===== src/hw/rtl/s2d_pkg.sv =====
// ----------------------------------------------------------------------------
// s2d_pkg
// Shared constants for the signed binary to decimal text converter.
// ----------------------------------------------------------------------------
`default_nettype none

package s2d_pkg;

  // width of one text character and of the byte that carries it
  localparam int unsigned CHAR_W     = 7;
  localparam int unsigned OUT_DATA_W = 8;

  localparam logic [CHAR_W-1:0] ASCII_ZERO  = 7'd48;
  localparam logic [CHAR_W-1:0] ASCII_MINUS = 7'd45;

endpackage : s2d_pkg

`default_nettype wire


===== src/hw/rtl/s2d_front.sv =====
// ----------------------------------------------------------------------------
// s2d_front
// Takes in requests, splits each value into sign and magnitude, and holds
// them in a two-entry queue ahead of the conversion engine.
// ----------------------------------------------------------------------------
`default_nettype none

module s2d_front #(
  parameter int unsigned VALUE_BITS = 32
) (
  input  wire logic                  clk_i,
  input  wire logic                  rst_ni,
  input  wire logic                  in_valid_i,
  output logic                       in_ready_o,
  input  wire logic [VALUE_BITS-1:0] value_i,
  output logic                       item_valid_o,
  input  wire logic                  item_ready_i,
  output logic                       item_neg_o,
  output logic      [VALUE_BITS-1:0] item_mag_o
);
  import s2d_pkg::*;

  localparam int unsigned DEPTH = 2;

  logic                  neg;
  logic [VALUE_BITS-1:0] mag;
  logic                  push;
  logic                  pop;

  logic                  neg_q [DEPTH];
  logic [VALUE_BITS-1:0] mag_q [DEPTH];
  logic                  wr_ptr_q;
  logic                  wr_ptr_d;
  logic                  rd_ptr_q;
  logic                  rd_ptr_d;
  logic [1:0]            count_q;
  logic [1:0]            count_d;

  // magnitude by two's complement negation; the most negative value maps to
  // 2^(VALUE_BITS-1) as an unsigned number
  assign neg = value_i[VALUE_BITS-1];
  assign mag = neg ? VALUE_BITS'(~value_i + VALUE_BITS'(1)) : value_i;

  assign in_ready_o   = (count_q != 2'(DEPTH));
  assign push         = in_valid_i && in_ready_o;
  assign item_valid_o = (count_q != 2'd0);
  assign pop          = item_valid_o && item_ready_i;
  assign item_neg_o   = neg_q[rd_ptr_q];
  assign item_mag_o   = mag_q[rd_ptr_q];

  always_comb begin
    wr_ptr_d = push ? ~wr_ptr_q : wr_ptr_q;
    rd_ptr_d = pop ? ~rd_ptr_q : rd_ptr_q;
    count_d  = count_q;
    if (push && !pop) begin
      count_d = count_q + 2'd1;
    end else if (pop && !push) begin
      count_d = count_q - 2'd1;
    end
  end

  always_ff @(posedge clk_i or negedge rst_ni) begin
    if (!rst_ni) begin
      wr_ptr_q <= 1'b0;
      rd_ptr_q <= 1'b0;
      count_q  <= 2'd0;
    end else begin
      wr_ptr_q <= wr_ptr_d;
      rd_ptr_q <= rd_ptr_d;
      count_q  <= count_d;
    end
  end

  always_ff @(posedge clk_i) begin
    if (push) begin
      neg_q[wr_ptr_q] <= neg;
      mag_q[wr_ptr_q] <= mag;
    end
  end

  a_count_bound : assert property (@(posedge clk_i) disable iff (!rst_ni)
    count_q <= 2'(DEPTH))
    else $error("queue count beyond depth");

  a_ptr_gap : assert property (@(posedge clk_i) disable iff (!rst_ni)
    (count_q == 2'd1) |-> (wr_ptr_q != rd_ptr_q))
    else $error("pointers disagree with one entry held");

  a_fill : assert property (@(posedge clk_i) disable iff (!rst_ni)
    (push && !pop) |=> (count_q == $past(count_q) + 2'd1))
    else $error("queue count missed a push");

endmodule : s2d_front

`default_nettype wire


===== src/hw/rtl/s2d_back.sv =====
// ----------------------------------------------------------------------------
// s2d_back
// Converts one magnitude to packed decimal by shift-and-add-3, then sends the
// sign and the digits, leading zeros dropped, through an output register.
// ----------------------------------------------------------------------------
`default_nettype none

module s2d_back #(
  parameter int unsigned VALUE_BITS = 32,
  parameter int unsigned MAX_CHARS  = 11
) (
  input  wire logic                     clk_i,
  input  wire logic                     rst_ni,
  input  wire logic                     item_valid_i,
  output logic                          item_ready_o,
  input  wire logic                     item_neg_i,
  input  wire logic    [VALUE_BITS-1:0] item_mag_i,
  output logic                          out_valid_o,
  input  wire logic                     out_ready_i,
  output logic [s2d_pkg::CHAR_W-1:0]    out_char_o,
  output logic                          out_last_o
);
  import s2d_pkg::*;

  // enough digits for 2^VALUE_BITS, since log10(2) lies just above 0.3
  localparam int unsigned NDIG   = (VALUE_BITS * 3) / 10 + 1;
  localparam int unsigned BCD_W  = NDIG * 4;
  localparam int unsigned CNT_W  = $clog2(VALUE_BITS + 1);
  localparam int unsigned DIG_W  = $clog2(NDIG + 1);
  localparam int unsigned EMIT_W = $clog2(MAX_CHARS + 1);

  localparam logic [1:0] ST_IDLE  = 2'd0;
  localparam logic [1:0] ST_CONV  = 2'd1;
  localparam logic [1:0] ST_SIGN  = 2'd2;
  localparam logic [1:0] ST_DIGIT = 2'd3;

  logic [1:0]            state_q,    state_d;
  logic [VALUE_BITS-1:0] mag_q,      mag_d;
  logic                  neg_q,      neg_d;
  logic [BCD_W-1:0]      bcd_q,      bcd_d;
  logic [CNT_W-1:0]      bit_cnt_q,  bit_cnt_d;
  logic [DIG_W-1:0]      dig_left_q, dig_left_d;
  logic [EMIT_W-1:0]     emitted_q,  emitted_d;
  logic                  started_q,  started_d;
  logic                  out_valid_q, out_valid_d;
  logic [CHAR_W-1:0]     out_char_q, out_char_d;
  logic                  out_last_q, out_last_d;

  logic [BCD_W-1:0]      bcd_adj;
  logic [3:0]            top_digit;
  logic                  slot_free;
  logic                  is_last;
  logic                  take;

  // add 3 to every digit of 5 or more before the next shift
  always_comb begin
    for (int i = 0; i < NDIG; i++) begin
      bcd_adj[i*4 +: 4] = (bcd_q[i*4 +: 4] >= 4'd5) ? bcd_q[i*4 +: 4] + 4'd3
                                                    : bcd_q[i*4 +: 4];
    end
  end

  assign top_digit    = bcd_q[BCD_W-1 -: 4];
  assign slot_free    = !out_valid_q || out_ready_i;
  assign item_ready_o = (state_q == ST_IDLE);
  assign take         = item_valid_i && item_ready_o;
  assign is_last      = (dig_left_q == DIG_W'(1)) || (emitted_q == EMIT_W'(MAX_CHARS - 1));

  always_comb begin
    state_d     = state_q;
    mag_d       = mag_q;
    neg_d       = neg_q;
    bcd_d       = bcd_q;
    bit_cnt_d   = bit_cnt_q;
    dig_left_d  = dig_left_q;
    emitted_d   = emitted_q;
    started_d   = started_q;
    out_valid_d = out_valid_q && !out_ready_i;
    out_char_d  = out_char_q;
    out_last_d  = out_last_q;

    case (state_q)
      ST_IDLE: begin
        if (take) begin
          mag_d     = item_mag_i;
          neg_d     = item_neg_i;
          bcd_d     = '0;
          bit_cnt_d = CNT_W'(VALUE_BITS);
          state_d   = ST_CONV;
        end
      end
      ST_CONV: begin
        bcd_d     = {bcd_adj[BCD_W-2:0], mag_q[VALUE_BITS-1]};
        mag_d     = {mag_q[VALUE_BITS-2:0], 1'b0};
        bit_cnt_d = bit_cnt_q - CNT_W'(1);
        if (bit_cnt_q == CNT_W'(1)) begin
          dig_left_d = DIG_W'(NDIG);
          emitted_d  = '0;
          started_d  = 1'b0;
          state_d    = neg_q ? ST_SIGN : ST_DIGIT;
        end
      end
      ST_SIGN: begin
        if (slot_free) begin
          out_valid_d = 1'b1;
          out_char_d  = ASCII_MINUS;
          out_last_d  = 1'b0;
          emitted_d   = EMIT_W'(1);
          state_d     = ST_DIGIT;
        end
      end
      ST_DIGIT: begin
        if (!started_q && top_digit == 4'd0 && dig_left_q != DIG_W'(1)) begin
          // leading zero
          bcd_d      = {bcd_q[BCD_W-5:0], 4'd0};
          dig_left_d = dig_left_q - DIG_W'(1);
        end else if (slot_free) begin
          out_valid_d = 1'b1;
          out_char_d  = ASCII_ZERO + {3'b000, top_digit};
          out_last_d  = is_last;
          if (is_last) begin
            state_d = ST_IDLE;
          end else begin
            bcd_d      = {bcd_q[BCD_W-5:0], 4'd0};
            dig_left_d = dig_left_q - DIG_W'(1);
            emitted_d  = emitted_q + EMIT_W'(1);
            started_d  = 1'b1;
          end
        end
      end
      default: begin
        state_d = ST_IDLE;
      end
    endcase
  end

  always_ff @(posedge clk_i or negedge rst_ni) begin
    if (!rst_ni) begin
      state_q     <= ST_IDLE;
      bit_cnt_q   <= '0;
      dig_left_q  <= '0;
      emitted_q   <= '0;
      started_q   <= 1'b0;
      out_valid_q <= 1'b0;
    end else begin
      state_q     <= state_d;
      bit_cnt_q   <= bit_cnt_d;
      dig_left_q  <= dig_left_d;
      emitted_q   <= emitted_d;
      started_q   <= started_d;
      out_valid_q <= out_valid_d;
    end
  end

  always_ff @(posedge clk_i) begin
    mag_q      <= mag_d;
    neg_q      <= neg_d;
    bcd_q      <= bcd_d;
    out_char_q <= out_char_d;
    out_last_q <= out_last_d;
  end

  assign out_valid_o = out_valid_q;
  assign out_char_o  = out_char_q;
  assign out_last_o  = out_last_q;

  a_take_starts : assert property (@(posedge clk_i) disable iff (!rst_ni)
    take |=> (state_q == ST_CONV && bit_cnt_q == CNT_W'(VALUE_BITS)))
    else $error("request taken without starting conversion");

  a_digits_left : assert property (@(posedge clk_i) disable iff (!rst_ni)
    (state_q == ST_DIGIT) |-> (dig_left_q != '0))
    else $error("digit phase with no digits left");

  a_emit_bound : assert property (@(posedge clk_i) disable iff (!rst_ni)
    emitted_q < EMIT_W'(MAX_CHARS))
    else $error("character count beyond limit");

  a_sign_neg : assert property (@(posedge clk_i) disable iff (!rst_ni)
    (state_q == ST_SIGN) |-> neg_q)
    else $error("sign phase for a non-negative value");

endmodule : s2d_back

`default_nettype wire


===== src/hw/rtl/signed_binary_to_decimal_ascii.sv =====
// ----------------------------------------------------------------------------
// signed_binary_to_decimal_ascii
// Turns each signed integer into its decimal ASCII text, one character per
// output request, most significant first, tlast on the final character.
// ----------------------------------------------------------------------------
//  channel  | direction | tdata                        | tlast
//  s_axis   | in        | value (VALUE_BITS, signed)   | -
//  m_axis   | out       | character [6:0], zero [7]    | last_char
//
//  an item is loaded into the conversion engine, which runs one shift-and-add-3
//  step per magnitude bit, then drops each leading zero and sends each
//  character in turn, most significant first.
//  the two-entry input queue takes new values while the engine is busy.
//  the output register holds each character until taken; the next one waits.
//  reset clears the queue, the engine state and the output valid flag.
// ----------------------------------------------------------------------------
`default_nettype none

module signed_binary_to_decimal_ascii #(
  parameter int unsigned VALUE_BITS = 32,
  parameter int unsigned MAX_CHARS  = 11
) (
  input  wire logic                                 clk_i,
  input  wire logic                                 rst_ni,
  input  wire logic                                 s_axis_tvalid,
  output logic                                      s_axis_tready,
  // [VALUE_BITS-1:0] value, zero padding above
  input  wire logic [((VALUE_BITS + 7) / 8) * 8-1:0] s_axis_tdata,
  output logic                                      m_axis_tvalid,
  input  wire logic                                 m_axis_tready,
  // [6:0] character, [7] zero
  output logic [s2d_pkg::OUT_DATA_W-1:0]            m_axis_tdata,
  output logic                                      m_axis_tlast
);
  import s2d_pkg::*;

  logic                  item_valid;
  logic                  item_ready;
  logic                  item_neg;
  logic [VALUE_BITS-1:0] item_mag;
  logic [CHAR_W-1:0]     out_char;

  s2d_front #(
    .VALUE_BITS (VALUE_BITS)
  ) u_front (
    .clk_i        (clk_i),
    .rst_ni       (rst_ni),
    .in_valid_i   (s_axis_tvalid),
    .in_ready_o   (s_axis_tready),
    .value_i      (s_axis_tdata[VALUE_BITS-1:0]),
    .item_valid_o (item_valid),
    .item_ready_i (item_ready),
    .item_neg_o   (item_neg),
    .item_mag_o   (item_mag)
  );

  s2d_back #(
    .VALUE_BITS (VALUE_BITS),
    .MAX_CHARS  (MAX_CHARS)
  ) u_back (
    .clk_i        (clk_i),
    .rst_ni       (rst_ni),
    .item_valid_i (item_valid),
    .item_ready_o (item_ready),
    .item_neg_i   (item_neg),
    .item_mag_i   (item_mag),
    .out_valid_o  (m_axis_tvalid),
    .out_ready_i  (m_axis_tready),
    .out_char_o   (out_char),
    .out_last_o   (m_axis_tlast)
  );

  assign m_axis_tdata = {(OUT_DATA_W - CHAR_W)'(0), out_char};

endmodule : signed_binary_to_decimal_ascii

`default_nettype wire

===== config.mk =====
export PLATFORM = sky130hd
export DESIGN_NAME = signed_binary_to_decimal_ascii
export DESIGN_NICKNAME = d
export VERILOG_FILES = /design/src/hw/rtl/s2d_pkg.sv /design/src/hw/rtl/s2d_front.sv /design/src/hw/rtl/s2d_back.sv /design/src/hw/rtl/signed_binary_to_decimal_ascii.sv
export SDC_FILE = /design/constraint.sdc
export NUM_CORES = 1
export LEC_CHECK = 0
export ABC_AREA = 1
export BUFFER_PORTS_ARGS = -buffer_cell sky130_fd_sc_hd__buf_2
export CORE_MARGIN = 3
export CORE_UTILIZATION = 40
export DETAILED_ROUTE_END_ITERATION = 12
export PLACE_DENSITY = 0.62
export SLEW_MARGIN = 30
export SYNTH_ARGS = -nofsm -noshare
export SYNTH_HDL_FRONTEND = slang
export SYNTH_SLANG_ARGS = --single-unit

===== constraint.sdc =====
create_clock -name clk_i -period 4.49 [get_ports clk_i]
set_clock_uncertainty 0.05 [all_clocks]
set_input_delay 0.449 -clock clk_i [delete_from_list [all_inputs] [get_ports clk_i]]
set_output_delay 0.449 -clock clk_i [all_outputs]
set_load 0.1 [all_outputs]

=== Word-level counts from Yosys, hierarchy flattened ===
Memories as Yosys holds them, arrays and structs flattened. A register that Yosys moved wholly into a read port is not among the register bits.
Cells that the tools add are included.

* Bits in latches: 0
* Input bits: 36
* Word-level logic and storage cells: 152
* Memories: 2
* ROM bits: 0
* Bits in registers: 102
* Output and inout bits: 11
* RAM bits: 66

* Magnitude comparators: 10
* Muxes and demuxes: 59
* $mul: 0
* Shifts and indexed selects: 0
* $add $sub $neg: 17
* Reductions and logical operators: 31
* Equal/unequal tests: 17
* Div/mod/pow operators: 0
* Bitwise logic cells: 3

{| class="wikitable"
|+ Memory list
! memory !! depth !! bits a word !! rd ports !! clocked after Yosys merged registers in !! wr ports !! RTL line !! RTL
|-
| u_front.mag_q || 2 || 32 || 1 || 0 || 1 || s2d_front.sv:31 || <nowiki>logic [VALUE_BITS-1:0] mag_q [DEPTH];</nowiki>
|-
| u_front.neg_q || 2 || 1 || 1 || 1 || 1 || s2d_front.sv:30 || <nowiki>logic neg_q [DEPTH];</nowiki>
|}

{| class="wikitable"
|+ Operators by type and width
! operator !! count
|-
| 2-to-1 mux 40 bit || 4
|-
| case mux 40 bit (3 select lines) || 1
|-
| 2-to-1 mux 4 bit || 18
|-
| 2-to-1 mux 32 bit || 2
|-
| case mux 32 bit (2 select lines) || 1
|-
| greater-or-equal comparator 4 x 3 -> 1 bit (second input constant) || 10
|-
| adder 4 x 2 -> 4 bit (second input constant) || 9
|-
| adder 32 x 1 -> 32 bit (second input constant) || 1
|-
| NOT 32 bit || 1
|-
| 2-to-1 mux 7 bit || 3
|-
| 2-to-1 mux 2 bit || 8
|-
| case mux 7 bit (2 select lines) || 1
|-
| 2-to-1 mux 1 bit || 12
|-
| case mux 4 bit (3 select lines) || 1
|-
| case mux 6 bit (2 select lines) || 1
|-
| AND reduction 4 bit || 3
|-
| AND reduction 6 bit || 2
|-
| nonzero test 2 bit || 5
|-
| != test 2 x 1 -> 1 bit (second input constant) || 4
|-
| != test 2 bit (second input constant) || 4
|-
| case mux 2 bit (4 select lines) || 1
|-
| case mux 4 bit (2 select lines) || 1
|-
| adder 6 x 4 -> 7 bit (first input constant) || 1
|-
| logical AND 1 bit || 7
|-
| 25 further kinds || 36
|}

=== Logic depth before layout (Yosys ltp) ===
* Word-level depth: 6
* Gate-level depth with buffers: 11
* Gate-level depth less buffers: 11

=== Modules after synthesis ===
Synthesis repeated with hierarchy kept, for this count alone.

* Cell total of the unflattened synthesis: 996
* Area total of the unflattened synthesis: 8,867.3 sq um

{| class="wikitable"
|+ By module, submodules not included
! module !! sequential area each (sq um) !! cells each !! times used !! area each (sq um)
|-
| s2d_back || 2,822.7 || 582 || 1 || 5,273.8
|-
| s2d_front || 2,082.0 || 412 || 1 || 3,582.2
|-
| signed_binary_to_decimal_ascii || 0.0 || 2 || 1 || 11.3
|}

=== Worst setup path after synthesis ===
Ideal clock, no wire load.

* Path type: register to register
* Start: register u_front.count_q[0]
* End: memory u_front.mag_q[1][0] (enable)
* Arrival time: 2.790 ns
* Cell stages (with the launch flop): 5
* Data required time: 4.015 ns
* Path slack: 1.225 ns
* Setup time: 0.425 ns
* Path through: dfrtp_1 > inv_1 > nand2_1 > nand2_1 > nor2_1

* Cells in the longest elaborated chain, start to end: 4

{| class="wikitable"
|+ Ends and longest elaborated chain
! what !! RTL line !! RTL
|-
| start: declaration || s2d_front.sv:36 || <nowiki>logic [1:0] count_q;</nowiki>
|-
| start signal: assignment || s2d_front.sv:70 || <nowiki>count_q <= count_d;</nowiki>
|-
| != test 2 bit || s2d_front.sv:44 || <nowiki>assign in_ready_o = (count_q != 2'(DEPTH));</nowiki>
|-
| named net s_axis_tready || signed_binary_to_decimal_ascii.sv:26 || <nowiki>output logic s_axis_tready,</nowiki>
|-
| logical AND 1 bit || s2d_front.sv:45 || <nowiki>assign push = in_valid_i && in_ready_o;</nowiki>
|-
| 2-to-1 mux 1 bit || s2d_front.sv:75 || <nowiki>if (push) begin</nowiki>
|-
| 2-to-1 mux 1 bit (implied by the code) || s2d_front.sv:77 || <nowiki>mag_q[wr_ptr_q] <= mag;</nowiki>
|-
| end: declaration || s2d_front.sv:31 ||
|}

The timed path passes the listed nets, and every way through them passes these cells.

=== Final worst setup path ===
* Start: register u_back.bcd_q[36]
* End: register u_back.bcd_q[14] (enable)

* Cells in the longest elaborated chain, start to end: 5

{| class="wikitable"
|+ Ends and longest elaborated chain
! what !! RTL line !! RTL
|-
| start: declaration || s2d_back.sv:40 || <nowiki>logic [BCD_W-1:0] bcd_q, bcd_d;</nowiki>
|-
| start signal: assignment || s2d_back.sv:158 || <nowiki>bcd_q <= bcd_d;</nowiki>
|-
| zero test 4 bit (*) || s2d_back.sv:113 || <nowiki>if (!started_q && top_digit == 4'd0 && dig_left_q != DIG_W'(1)) begin</nowiki>
|-
| logical AND 1 bit (*) (2 in series) || s2d_back.sv:113 ||
|-
| != test 3 x 1 -> 1 bit (no source line) / != test 3 bit (equally long branches) || - ||
|-
| AND reduction 4 bit (no source line) (*) || - ||
|}

Every way passes the cells marked *; elsewhere a longest branch is shown, timed or not.
A chain may end at the register's enable or synchronous reset.

==> results.yml <==
status:
  status: "complete, no violations"
cells_and_area:
  drive_above_1_share: 0.110
  antenna-diode-count: 0
  layoutNonFillerInstCount: 1256
  leading_cell_type_in_the_layout_fill_and_taps_excluded: "nand2_1"
  area_delta_synth_final_pct: 12.2
  final_cell_mix: "nand2_1 (176), edfxtp_1 (145), nor2_1 (119)"
  post_layout_inst_area_sq_um: 9770
  finalNetCount: 1038
placed_design:
  dpl_cell_area_sq_um: 9190
  placement.io_buffers: 43
  dp_cells: 1223
  dp.final_hpwl_mm: 11.6
  finalWeightedCongestion: 0.862
worst_setup_path:
  r2r_setup_slack_ns: 1.85
  critical_path_cell_sequence: "inv_1 > ha_1 > nand2_1 > nor2_1 > nand2_1 > o211ai_2 > nand3_1 > inv_1 > buf_4"
  worst-path-buf-inv: 3
  cp_top_family: "buffers and inverters"
  critical_path.endpoint_type: "flop"
  worst_path_largest_cell_delay_ns: 0.60
  timing.critical_path.from_type: "flop"
  path_class: "reg2reg"
  worst_reg_to_reg_path_cell_count: 9
  cp_data_arrival_time_ns: 2.70
  worstReg2RegEnd: "u_back.bcd_q[14]$_DFFE_PP_"
  crit_slowest_cell: "inv_1"
  worstPathRequired_ns: 4.54
  critical_path_maximum_fanout: 21
  r2r_start: "u_back.bcd_q[36]$_DFFE_PP_"
floorplan:
  initial_core_utilization: 0.411
  ios: 47
  horizontal_extent_of_the_die_um: 154
  rows: 53
  design.core.area_sq_um: 21200
  floorplan.die_area_sq_um: 23600
  chipHeight_um: 154
detailed_routing:
  post_drt_wl_per_cell_um: 14.0
  vias_post_dr: 6292
  route.detailed.drc: 0
  drt_iter0_drc: 411
  drt_pre_antenna_iters: 4
  vias_per_cell: 5.01
  route.final.wire_length_mm: 17.6
  ant_nets: 0
timing:
  achievable-frequency_ghz: 0.378
  fin_setup_tns_ns: 0
  final.hold.worst_slack_ns: 0.186
  post-route-period-util: 0.589
  timing_worst_slew_pin_value_ns: 0.799
  slew-limit-headroom: 0.467
  timing.final.max_slew_violations: 0
  unrepaired_setup_endpoints_after_global_routing: "false"
  finalHoldViolations: 0
  timing.final.crit_period_ns: 2.64
  count_of_endpoints_failing_setup_in_the_final_report: 0
clock_network:
  clock-root-buffer: "clkbuf_16"
  postCtsResizedCells: 0
  cts-root-to-sink-buffers: 2
  cts_inserted_buffers: 17
  tritoncts_num_sinks: 167
  ctsHtreeMaxLevel: 4
  insertion_delay_ns: 0.43
  clkSlewWorstSetupHoldPaths_ns: 0.07
  tritoncts: "built"
  cts.repair_timing.setup_buffer_count: 0
synth:
  synth_seq_cells: 167
  synth.yosys.warnings: 0
  synth.cell_area_sq_um: 8710
  syn_avg_cell_area_sq_um: 9.39
  netlist-cell-type-count: 39
  synth.top_cells.by_area: "edfxtp_1 (50%), nand2_1 (7.6%), dfrtp_1 (6.3%), a21oi_1 (5.4%), nor2_1 (5.2%)"
  postSynthCellCount: 928
  synth_sequential_area_ratio: 0.563
  post-synth-top-area-cell: "edfxtp_1"
  share_of_the_synthesized_area_in_the_top_cell_type: 0.500
global_route:
  grt_max_degree: 59
  grt_pass1_vias: 6076
  grt_antenna_before_repair: 0
  grt_pass1_wl_mm: 29.4
  grt_overflow_total: 0
  grt_util_all_layers: 0.152
flow_run:
  drv_cap: 0
power_and_ir_drop:
  vdd.ir_drop.worst_mv: 0.345
  power.total_uw: 6960
  pwrdens_nw_per_um2: 712
  p_leak_uw: 0.00398
worst_hold_path:
  holdPathStages: 1
  holdCritStartpoint: "s_axis_tdata[0]"
  sink_of_the_worst_hold_path: "u_front.mag_q[0][0]$_DFFE_PP_"
  min-delay-path-class: "in2reg"
[what timing repair did]
action,CTS,global route
hold buffers,1,0
endpoints found under the setup margin,0,0
endpoints found under the hold margin,22,0
[synth_stat cells]
library cell,count
nor2_2,5
buf_4,4
buf_2,9
or2_1,1
xnor2_1,10
nand2_2,1
inv_1,96
o32ai_1,5
o21ai_4,1
o21ai_2,2
nand3_2,3
inv_2,4
o211ai_2,1
nor3_1,2
a211oi_1,1
dfrtp_1,22
o22ai_1,6
ha_1,34
nand3_1,31
clkbuf_1,18
nand3b_1,2
nor2_1,121
nand2_1,176
nor2_4,2
edfxtp_1,145
clkinv_1,1
a211o_1,1
or2_0,1
o211ai_1,4
a21oi_1,94
xor2_1,21
nand4_1,11
o21ai_0,78
or2_2,1
a31oi_1,1
o31ai_1,2
a21oi_2,2
conb_1,2
o21ai_1,7
[stage by stage]
step	util	setup WS, ns
CTS	0.461	1.82
finish	0.461	1.85
floorplan	-	1.23
global route	0.461	1.60
global placement	0.433	1.87
detailed placement	0.433	1.83
[report_power, final]
part           switching, uW  internal [uW]  leakage (uW)
clock network            667            740      0.000283
logic                   1930            765       0.00201
registers                269           2580       0.00169
[how the worst max path moves through the flow]
stage | start | endpoint | cells past startpoint
floorplan | u_front.count_q[0]$_DFFE_PN0P_ | u_front.mag_q[1][0]$_DFFE_PP_ | 4
global placement | u_back.bcd_q[36]$_DFFE_PP_ | u_back.bcd_q[14]$_DFFE_PP_ | 9
detailed placement | u_back.bcd_q[36]$_DFFE_PP_ | u_back.bcd_q[18]$_DFFE_PP_ | 9
CTS | u_back.bcd_q[36]$_DFFE_PP_ | u_back.bcd_q[14]$_DFFE_PP_ | 9
global route | u_back.bcd_q[36]$_DFFE_PP_ | u_back.bcd_q[14]$_DFFE_PP_ | 9
finish | u_back.bcd_q[36]$_DFFE_PP_ | u_back.bcd_q[14]$_DFFE_PP_ | 9
[worst register-to-register path, delay by kind of cell (launching register included)]
family,cells,cell delay [ns]
and+or+nand+nor,4,0.41
buffers and inverters,3,1.15
AOI/OAI and AO/OA,1,0.13
DFF,1,0.43
adders and majority gates,1,0.15
[registers in the layout, indices dropped and copies added (netlist names), 2 cells and up]
signal,cells
u_back.bit_cnt_q,6
u_front.neg_q,2
u_back.bcd_q,40
u_back.mag_q,32
u_back.dig_left_q,4
u_back.state_q,2
u_back.emitted_q,4
u_front.mag_q,64
u_front.count_q,2
u_back.out_char_o,5
[layer usage]
| layer | up-vias | GRT usage | part of all wire |
|---|---|---|---|
| met2 | 115 | 0.246 | 0.47 |
| met5 | - | 0 | 0 |
| li1 | 3214 | - | - |
| met3 | 19 | 0.0341 | 0.035 |
| met4 | 0 | 0.0454 | 0.013 |
| met1 | 2944 | 0.207 | 0.49 |
[cells by family (layout without fill, tap and decap cells)]
family                   count (synthesis)  in the layout  share of synthesized area
AO/OA/AOI/OAI                          205            205                      0.127
AND/OR/NAND/NOR                        357            357                      0.169
flip-flops                             167            167                      0.563
buffers and inverters                  132            184                     0.0599
adder cells (fa/ha/maj)                 34             34                     0.0488
XOR/XNOR                                31             31                     0.0312
other                                    2              3                   0.000862
[area by class of cell]
class	instances	area, sq um
fillers	2024	11400
flip-flops and latches	167	4900
well taps	275	344
clock buffers	17	425
multi-input cells	630	3300
inverters	101	380
clock inverters	15	145
repair buffers	51	278
Power figures use the tool's default switching activity.
